**src/rtl/core/tps_pkg.sv**
```systemverilog
// Shared types, register codes and helper functions of the trapezoid profile step.
package tps_pkg;

    // Register indexes of the configuration port
    localparam int unsigned CFG_IDX_W = 3;
    localparam logic [CFG_IDX_W-1:0] REG_PLAN_STOPPED = 3'd0;
    localparam logic [CFG_IDX_W-1:0] REG_ACCEL_TIME   = 3'd1;
    localparam logic [CFG_IDX_W-1:0] REG_ACCEL_RATE   = 3'd2;
    localparam logic [CFG_IDX_W-1:0] REG_COAST_TIME   = 3'd3;
    localparam logic [CFG_IDX_W-1:0] REG_DECEL_TIME   = 3'd4;
    localparam logic [CFG_IDX_W-1:0] REG_DECEL_RATE   = 3'd5;

    // Pipeline stages, in order
    localparam int unsigned PIPE_STAGES = 7;
    localparam int unsigned ST_A = 0;
    localparam int unsigned ST_B = 1;
    localparam int unsigned ST_C = 2;
    localparam int unsigned ST_D = 3;
    localparam int unsigned ST_E = 4;
    localparam int unsigned ST_F = 5;
    localparam int unsigned ST_G = 6;

    // Wide position accumulator: input plus three terms of at most 2^47 each
    localparam int unsigned ACC_W = 52;
    typedef logic signed [ACC_W-1:0] acc_t;

    // Configuration register set
    typedef struct packed {
        logic               plan_stopped;
        logic [31:0]        accel_time;
        logic signed [31:0] accel_rate;
        logic [31:0]        coast_time;
        logic [31:0]        decel_time;
        logic signed [31:0] decel_rate;
    } tps_cfg_t;

    // Clamp a wide signed value to the signed 32-bit range
    function automatic logic signed [31:0] sat32(input acc_t x);
        logic [ACC_W-32:0] upper;
        upper = x[ACC_W-1:31];
        if (upper == '0 || upper == '1)
        begin
            return x[31:0];
        end
        else if (x[ACC_W-1])
        begin
            return 32'sh8000_0000;
        end
        else
        begin
            return 32'sh7fff_ffff;
        end
    endfunction

    // Smaller of two unsigned times
    function automatic logic [31:0] min_u32(input logic [31:0] a, input logic [31:0] b);
        return (a <= b) ? a : b;
    endfunction

endpackage

```
**src/rtl/core/tps_flow_ctrl.sv**
```systemverilog
// Valid and ready chain of the pipeline: stages advance independently and bubbles collapse.
module tps_flow_ctrl #(
    parameter int unsigned STAGES = tps_pkg::PIPE_STAGES
) (
    input  logic              clk,
    input  logic              rst_n,
    input  logic              in_valid,
    output logic              in_ready,
    output logic              out_valid,
    input  logic              out_ready,
    output logic [STAGES-1:0] load
);

    logic [STAGES-1:0] valid_reg;
    logic [STAGES-1:0] valid_next;
    logic [STAGES:0]   stage_ready;

    // A stage takes new content when empty or when its content moves on
    assign stage_ready[STAGES] = out_ready;

    for (genvar i = 0; i < STAGES; i++)
    begin : g_stage
        assign stage_ready[i] = !valid_reg[i] || stage_ready[i+1];
        if (i == 0)
        begin : g_first
            assign valid_next[i] = stage_ready[i] ? in_valid : valid_reg[i];
        end
        else
        begin : g_rest
            assign valid_next[i] = stage_ready[i] ? valid_reg[i-1] : valid_reg[i];
        end
    end

    // Hold the valid bits
    always_ff @(posedge clk or negedge rst_n)
    begin
        if (!rst_n)
        begin
            valid_reg <= '0;
        end
        else
        begin
            valid_reg <= valid_next;
        end
    end

    assign load      = stage_ready[STAGES-1:0];
    assign in_ready  = stage_ready[0];
    assign out_valid = valid_reg[STAGES-1];

endmodule

```
**config.mk**
```make
export PLATFORM = sky130hd
export DESIGN_NAME = tps_flow_ctrl
export DESIGN_NICKNAME = d
export VERILOG_FILES = /design/src/rtl/core/tps_pkg.sv /design/src/rtl/core/tps_flow_ctrl.sv
export SDC_FILE = /design/constraint.sdc
export NUM_CORES = 1
export LEC_CHECK = 0
export ABC_AREA = 1
export BUFFER_PORTS_ARGS = -buffer_cell sky130_fd_sc_hd__buf_2
export CAP_MARGIN = 20
export CORE_AREA = 2 2 39 41
export DETAILED_ROUTE_END_ITERATION = 10
export DIE_AREA = 0 0 41 43
export PLACE_DENSITY_LB_ADDON = 0.1
export SLEW_MARGIN = 40
export SYNTH_ARGS = -nofsm -noshare
export SYNTH_HDL_FRONTEND = slang
export SYNTH_SLANG_ARGS = --single-unit
export TNS_END_PERCENT = 20
```
**constraint.sdc**
```tcl
create_clock -name clk -period 1.6 [get_ports clk]
set_input_delay 0.16 -clock clk [delete_from_list [all_inputs] [get_ports clk]]
set_output_delay 0.16 -clock clk [all_outputs]
set_load 0.005 [all_outputs]
```
==> flow_metrics.tcl, run 1 <==
set metrics [dict create \
    die_h_um 43 \
    power_density_nw_per_um2 1190 \
    grt_first_pass_wirelength_um 966 \
    ys_top_cells_by_area "dfrtp_1 56%, inv_1 11%, nand2_1 8.4%, nand4_4 6.8%, nand4_2 4.0%" \
    synth_nets 35 \
    syn_inst 31 \
    post-dp-hpwl_um 471 \
    wl_met1_um 226 \
    finalHoldViolCount 0 \
    cp_top_family "simple AND/OR/NAND/NOR gates" \
    dp_slack_ns 0.470 \
    rows 14 \
    status "complete, no violations" \
    syn-mean-instance-area_um2 10.1 \
    final_common_cell "buf_2" \
    worstMarginPinSlew_ns 0.176 \
    drtIter0Drc 4 \
    drive_gt1_frac 0.447 \
    io_pins 13 \
    synth_seq_cells 7 \
    drv_slew 0 \
    nets 52 \
    vias 232 \
    clk_pin_slew_ns 0.05 \
    diodes 0 \
    start_util 0.227 \
    rsz0062_at_grt "no" \
    min_from "in_valid" \
    peakVddDrop_uv 380 \
    cts_num_sinks 7 \
    dr_wl_met2_um 277 \
    synth.largest_area_cell "dfrtp_1" \
    synth_top_area_frac 0.558 \
    skew_ns 0.00116 \
    path_max_fanout 5 \
    finalCritPeriodShare 0.859 \
    timing.critical_path.to_type "primary output" \
    cts_tree "yes" \
    path_class "reg2out" \
    max_stage_delay_ns 0.41 \
    clock_latency_ns 0.25 \
    slowest_stage "dfrtp_1" \
    portBuffers 12 \
    cts_setup_buffers 0 \
    setup_ws_ns 0.226 \
    coreArea_um2 1380 \
    critical_path_buf_inv_count 1 \
    die_area_um2 1760 \
    crit_arrival_ns 1.21 \
    synth_cell_types 10 \
    drt-total-wl_um 579 \
    routabilityCongestion 0.646 \
    antenna_left 0 \
    first_pass_iters 2 \
    path_cells "nand4_4, nor2_4, nand4_2, buf_2" \
    hold_class "in2reg" \
    dr.max_layer_used "met4" \
    avgViaCountPerCell 3.68 \
    syn_area_um2 314 \
    mostFrequentLayoutCells "12 x buf_2, 9 x inv_1, 7 x nand2_1, 7 x dfrtp_1, 3 x clkbuf_4" \
    power.leakage_uw 0.000223 \
    critPathLaunchType "register" \
    grt_pass1_vias 251 \
    die_w_um 41 \
    syn2layout_area_growth_pct 34.7 \
    largest_reg_flops 7 \
    drv_cap 0 \
    cts-root-buf "clkbuf_4" \
    ctsResizeCount 0 \
    grt_max_degree 8 \
    startpoint "valid_reg[5]" \
    setup_tns_ns 0 \
    drt-wirelength-per-cell_um 9.19 \
    ys.warnings.count 0 \
    htree_levels 1 \
    cts_max_path_buffers 2 \
    dr_wl_met3_um 69 \
    grt_antenna_before_repair 0 \
    fmax_mhz 728 \
    finalSetupViolCount 0 \
    r2r-start "valid_reg[5]" \
    cp.required_ns 1.44 \
    track_usage 0.0890 \
    final.min_clock_period_ns 1.37 \
    max_slew_margin 0.882 \
    grt_overflow 0 \
    drc 0 \
    numCtsBuffers 3 \
    ys_seq_area_frac 0.558 \
]
==> per-layer routing <==
layer,up-vias,track usage
li1,119,-
met4,0,0.0800
met5,-,0
met3,2,0.0314
met1,100,0.0954
met2,11,0.128
==> kinds of logic after synthesis <==
group	count (synthesis)	synth area share
and+or+nand+nor	14	0.311
buffers and inverters	10	0.131
DFF	7	0.558
==> worst paths after layout <==
| check | end | slack [ns] | depth (start not counted) |
|---|---|---|---|
| hold reg to reg | valid_reg[4] | 0.48 | 2 |
| setup reg to reg | valid_reg[3] | 0.61 | 3 |
| max in group asynchronous | valid_reg[1] | 1.14 | 2 |
| min in group asynchronous | valid_reg[4] | 0.30 | 2 |
| hold / removal | valid_reg[0] | 0.1 | 3 |
| setup / recovery | load[0] | 0.23 | 4 |
==> worst reg2reg max path, cell delays in order (launching register included) <==
cell     delay (ns)
dfrtp_1        0.42
nand4_4        0.13
nor2_4         0.06
or2_2          0.27
==> where the power goes <==
group          switching, µW  internal [µW]  leakage (µW)
clock network           62.9           95.0     0.0000150
logic                   59.6           54.0      0.000136
registers               25.7            204     0.0000721
total                    148            353      0.000223
==> timing repair <==
action | 4_1_cts | 5_1_grt
hold buffers | 1 | 0
endpoints found under the setup margin | 0 | 0
endpoints found under the hold margin | 7 | 0
==> area by class of cell <==
cell class | instances | area [µm²]
flip-flops and latches | 7 | 175
well taps | 16 | 20.0
repair buffers | 13 | 70.1
clock buffers | 4 | 26.3
fillers | 158 | 961
multi-input cells | 14 | 97.6
inverters | 9 | 33.8
==> metrics by stage <==
step	util	power [µW]	area, µm²	std cells	hold WS, ns
after detailed placement	0.279	348	387	58	0.00158
after global placement	0.279	346	387	58	0.00250
final	0.306	501	423	63	0.0969
after CTS	0.306	515	423	63	0.0915
after global routing	0.306	551	423	63	0.106
after floorplan	-	301	314	31	-0.136
==> Yosys cell counts <==
cell type and instances:
inv_1 9, dfrtp_1 7, nand2_1 7, or2_2 2
buf_4 1, nand3_2 1, nand4_2 1, nand4_4 1
nor2_1 1, nor2_4 1
No activity file was read; power rests on OpenSTA's default activity.
==> run 2: changes to the inputs <==
==> constraint.sdc (replaced) <==
create_clock -name clk -period 1.8 [get_ports clk]
set_input_delay 0.09 -clock clk [delete_from_list [all_inputs] [get_ports clk]]
set_output_delay 0.09 -clock clk [all_outputs]
set_load 0.005 [all_outputs]
==> run 2 against run 1 <==
Against the previous run:
- sequential power shrank 12%
- register-to-register slack gained 0.22 ns
- clock power shrank 11%
- first-iteration DRC count is the same
- power shrank 12%
- die area is the same
- global-route usage shrank 0.61 points
- non-clock buffer count is the same
- utilization is the same
- clock-buffer cell count is the same
- combinational power shrank 12%
- worst setup slack gained 0.29 ns
- largest power group unchanged
==> flow_metrics.tcl, run 2 (synthesis gave the netlist of run 1 again) <==
set metrics [dict create \
    cts_max_path_buffers 2 \
    drive_gt1_frac 0.447 \
    track_usage 0.0829 \
    vias 238 \
    cts_tree "yes" \
    power.total_uw 443 \
    cts-root-buf "clkbuf_4" \
    grt_overflow 0 \
    rr_endpoint "valid_reg[3]" \
    finalHoldViolCount 0 \
    cts_num_sinks 7 \
    skew_ns 0.00113 \
    syn2layout_area_growth_pct 34.7 \
    r2r-start "valid_reg[5]" \
    mostFrequentLayoutCells "12 x buf_2, 9 x inv_1, 7 x nand2_1, 7 x dfrtp_1, 3 x clkbuf_4" \
    path_class "reg2out" \
    ctsResizeCount 0 \
    coreArea_um2 1380 \
    drtIter0Drc 4 \
    post-dp-hpwl_um 430 \
    worstRegToRegCells 3 \
    avgViaCountPerCell 3.78 \
    die_w_um 41 \
    startpoint "valid_reg[5]" \
    drt-total-wl_um 532 \
    grt_pass1_vias 215 \
    finalCritPeriodShare 0.715 \
    dp_slack_ns 0.750 \
    path_cells "nand4_4, nor2_4, nand4_2, buf_2" \
    final_common_cell "buf_2" \
    peakVddDrop_uv 373 \
    power.leakage_uw 0.000223 \
    clk_pin_slew_ns 0.05 \
    drv_slew 0 \
    nets 52 \
    status "complete, no violations" \
    drv_cap 0 \
    finalSetupViolCount 0 \
    rsz0062_at_grt "no" \
    die_area_um2 1760 \
    rows 14 \
    hold_class "in2reg" \
    critical_path_buf_inv_count 1 \
    grt_antenna_before_repair 0 \
    clock_latency_ns 0.25 \
    crit_arrival_ns 1.20 \
    numCtsBuffers 3 \
    grt_max_degree 8 \
    cp_top_family "flip-flops" \
    cp.required_ns 1.71 \
    critPathLaunchType "register" \
    hold_ws_ns 0.0288 \
    die_h_um 43 \
    fmax_mhz 777 \
    worstMarginPinSlew_ns 0.166 \
    max_stage_delay_ns 0.40 \
    final.min_clock_period_ns 1.29 \
    min_from "in_valid" \
    htree_levels 1 \
    first_pass_iters 2 \
    timing.critical_path.to_type "primary output" \
    drt-wirelength-per-cell_um 8.44 \
    drc 0 \
    grt_first_pass_wirelength_um 897 \
    path_max_fanout 5 \
    max_slew_margin 0.889 \
    hold_depth 3 \
    routabilityCongestion 0.646 \
    setup_ws_ns 0.513 \
    r2r_slack_ns 0.83 \
    largest_reg_flops 7 \
    portBuffers 12 \
    slowest_stage "dfrtp_1" \
    io_pins 13 \
    power_density_nw_per_um2 1050 \
    setup_tns_ns 0 \
    diodes 0 \
    min_delay_worst_endpoint "valid_reg[0]" \
    antenna_left 0 \
    start_util 0.227 \
]
[run 2: cell counts in the layout (fill, tap and decap cells not counted)]
No cell type changed its count.
[run 2: final cells by class]
type                    instances  area (µm²)
clock buffers                   4        26.3
fillers                       151         961
inverters                       9        33.8
multi-input cells              14        97.6
flip-flops and latches          7         175
well taps                      16        20.0
repair buffers                 13        70.1
[run 2: timing repair]
action	CTS	global route
buffers inserted	0	0
hold buffers	1	0
setup endpoints to repair	0	0
hold endpoints to repair	7	0
[run 2: worst min-delay path: cells and delay by family]
family | cells | cell delay, ns
buffers and inverters | 2 | 0.10
and+or+nand+nor | 1 | 0.05
[run 2: per-layer routing]
layer | wire length (µm) | GRT usage | up-vias
li1 | - | - | 122
met1 | 238 | 0.102 | 103
met2 | 228 | 0.0938 | 11
met3 | 58 | 0.0471 | 2
met4 | 6 | 0.0800 | 0
met5 | 0 | 0 | -
[run 2: where the power goes]
part / internal, µW / leakage [µW] / switching (µW)
clock network: 84.4 / 0.0000150 / 55.2
registers: 182 / 0.0000721 / 21.8
logic: 48.0 / 0.000136 / 52.1
[run 2: per-stage QoR]
| step | area [µm²] | utilization | instances |
|---|---|---|---|
| final | 423 | 0.306 | 63 |
| after global routing | 423 | 0.306 | 63 |
| after CTS | 423 | 0.306 | 63 |
| after detailed placement | 387 | 0.279 | 58 |
| after global placement | 387 | 0.279 | 58 |
| after floorplan | 314 | - | 31 |
[run 2: how the worst max path moves through the flow]
stage,endpoint,cells after the start
3_3_place_gp,load[0],4
6_report,load[0],4
5_1_grt,load[0],4
4_1_cts,load[0],4
3_5_place_dp,load[0],4
2_1_floorplan,load[0],4
==> run 3: changes to the inputs <==
ABC_AREA = 0   (was 1)
clock period = 1.1 ns   (was 1.8 ns; I/O delays follow)
==> run 3 against run 2 <==
Against the previous run:
- the flow now finishes with violations (negative setup slack)
- largest power group unchanged
- clock-buffer cell count did not move
- sequential share of layout area is 3.0 points lower
- critical path type unchanged
- area after synthesis decreased by 3.2%
- sequential cell count unchanged
- cell count is the same
- largest cell class unchanged
- first-iteration DRC count decreased by 25%
==> flow_metrics.tcl, run 3 <==
set metrics [dict create \
    status "complete, but fails checks" \
    violations "negative setup slack" \
    fmax_mhz 812 \
    diodes 0 \
    grt_overflow 0 \
    hold_class "in2reg" \
    worstMarginPinSlew_ns 0.206 \
    die_area_um2 1760 \
    io_pins 13 \
    path_max_fanout 5 \
    grt_use_met2 0.141 \
    clk_pin_slew_ns 0.05 \
    drt-total-wl_um 713 \
    crit_arrival_ns 1.18 \
    clock_latency_ns 0.25 \
    grt_use_met3 0.0628 \
    numCtsBuffers 3 \
    drv_slew 0 \
    syn-mean-instance-area_um2 11.7 \
    synth_edf_count 0 \
    ys.flop_type "dfrtp_1" \
    routabilityCongestion 0.640 \
    mostFrequentLayoutCells "12 x buf_2, 7 x dfrtp_1, 5 x buf_4, 3 x nand2b_1, 3 x clkbuf_4" \
    cp.required_ns 1.04 \
    largest_reg_flops 7 \
    drc 0 \
    portBuffers 12 \
    skew_ns 0.00658 \
    track_usage 0.105 \
    cts_num_sinks 7 \
    synth_seq_cells 7 \
    power_density_nw_per_um2 1670 \
    rsz0062_at_grt "yes" \
    grtUsageMet1 0.136 \
    finalCritPeriodShare 1.12 \
    ys_async_sr_fraction 1.00 \
    first_pass_iters 2 \
    die_w_um 41 \
    antenna_left 0 \
    cts_tree "yes" \
    cts_max_path_buffers 2 \
    vias 278 \
    ys.warnings.count 0 \
    start_util 0.220 \
    setup_tns_ns -0.552 \
    peakVddDrop_uv 572 \
    finalHoldViolCount 0 \
    final.min_clock_period_ns 1.23 \
    n_fill_cell 156 \
    cts-root-buf "clkbuf_4" \
    power.leakage_uw 0.000208 \
    synth_top_area_frac 0.576 \
    path_class "reg2out" \
    htree_levels 1 \
    synth_nets 30 \
    final_common_cell "buf_2" \
    grt_first_pass_wirelength_um 1170 \
    grt_antenna_before_repair 0 \
    die_h_um 43 \
    drv_cap 0 \
    avgViaCountPerCell 4.41 \
    critPathLaunchType "register" \
    drt-wirelength-per-cell_um 11.3 \
    synth.largest_area_cell "dfrtp_1" \
    nets 52 \
    synth_cell_types 16 \
    top_usage_layer "met2" \
    finalSetupViolCount 9 \
    setup_ws_ns -0.131 \
    syn_inst 26 \
    ys_top_cells_by_area "dfrtp_1 58%, nand2b_1 6.2%, a21o_1 4.9%, buf_6 3.7%, a41o_1 3.3%" \
    grt_max_degree 8 \
    syn2layout_area_growth_pct 49.8 \
    yosys-top-cells-count "7 x dfrtp_1, 3 x nand2b_1, 2 x a21o_1, 2 x nand2_1" \
    rows 14 \
    drive_gt1_frac 0.447 \
    synth.most_common_cell "dfrtp_1" \
    coreArea_um2 1380 \
    syn_area_um2 304 \
    drtIter0Drc 3 \
    ys_seq_area_frac 0.576 \
    timing.critical_path.to_type "primary output" \
    grt_pass1_vias 266 \
    dp_slack_ns 0.0103 \
    max_slew_margin 0.862 \
]
==> run 3: cell types whose count changed in the layout (fill, tap and decap cells not counted), moves of 2 or more <==
cell / change
nand2_1: -5
or2_2: -2
nand2b_1: +3
inv_1: -8
a21o_1: +2
buf_4: +5
==> run 3: layout make-up <==
class / count / area (µm²) / share of cell area
clock buffer: 4 / 26.3 / 0.0577
inverter: 1 / 3.75 / 0.00824
multi-input combinational: 16 / 113 / 0.247
sequential: 7 / 175 / 0.385
tap: 16 / 20.0 / 0.0440
timing repair buffer: 19 / 118 / 0.258
==> run 3: metal layers <==
layer | vias to the layer above | share of wire | routed length (µm)
li1 | 133 | - | -
met1 | 133 | 0.48 | 340
met2 | 12 | 0.43 | 307
met3 | 0 | 0.093 | 66
met4 | 0 | 0 | 0
met5 | - | 0 | 0
==> run 3: critical path: stages (launching register included) <==
cell and delay (ns):
dfrtp_1 0.34, and4b_2 0.31, nand4_1 0.13, buf_2 0.15
==> run 3: per-stage QoR <==
stage | power, µW | hold slack, ns | instances | cell area, µm² | util
finish | 760 | 0.138 | 63 | 455 | 0.329
global route | 824 | 0.154 | 63 | 455 | 0.329
CTS | 773 | 0.130 | 63 | 455 | 0.329
detailed placement | 489 | -0.103 | 53 | 375 | 0.271
global placement | 485 | -0.105 | 53 | 375 | 0.271
floorplan | 434 | -0.241 | 26 | 304 | -
==> run 3: logic make-up (layout without fill, tap and decap cells) <==
logic type             after synthesis  count (layout)  synth area share
AOI/OAI and AO/OA                    4               4             0.111
and+or+nand+nor                     11              12             0.222
DFF                                  7               7             0.576
buffers and inverters                4              24            0.0905
==> run 3: final timing paths <==
path                            slack (ns)          from  cells after the start            to
worst min register to register        0.44  valid_reg[2]                      1  valid_reg[3]
min in group asynchronous             0.17         rst_n                      2  valid_reg[4]
max in group asynchronous             0.77         rst_n                      2  valid_reg[1]
worst max register to register       -0.01  valid_reg[6]                      3  valid_reg[0]
worst min-delay path                  0.14     out_ready                      3  valid_reg[6]
worst max-delay path                 -0.13  valid_reg[4]                      3       load[0]
==> run 3: power by group <==
| part | internal (µW) | total (µW) | switching [µW] |
|---|---|---|---|
| combinational | 112 | 208 | 95.6 |
| sequential | 296 | 321 | 25.1 |
| clock | 138 | 231 | 92.4 |
==> run 3: timing repair <==
item,in CTS,in global routing
buffers inserted,3,0
gates cloned,1,0
endpoints found under the hold margin,8,0
setup endpoints to repair,6,13
gates resized for setup,1,0
pin swaps,3,2
hold buffers,2,0
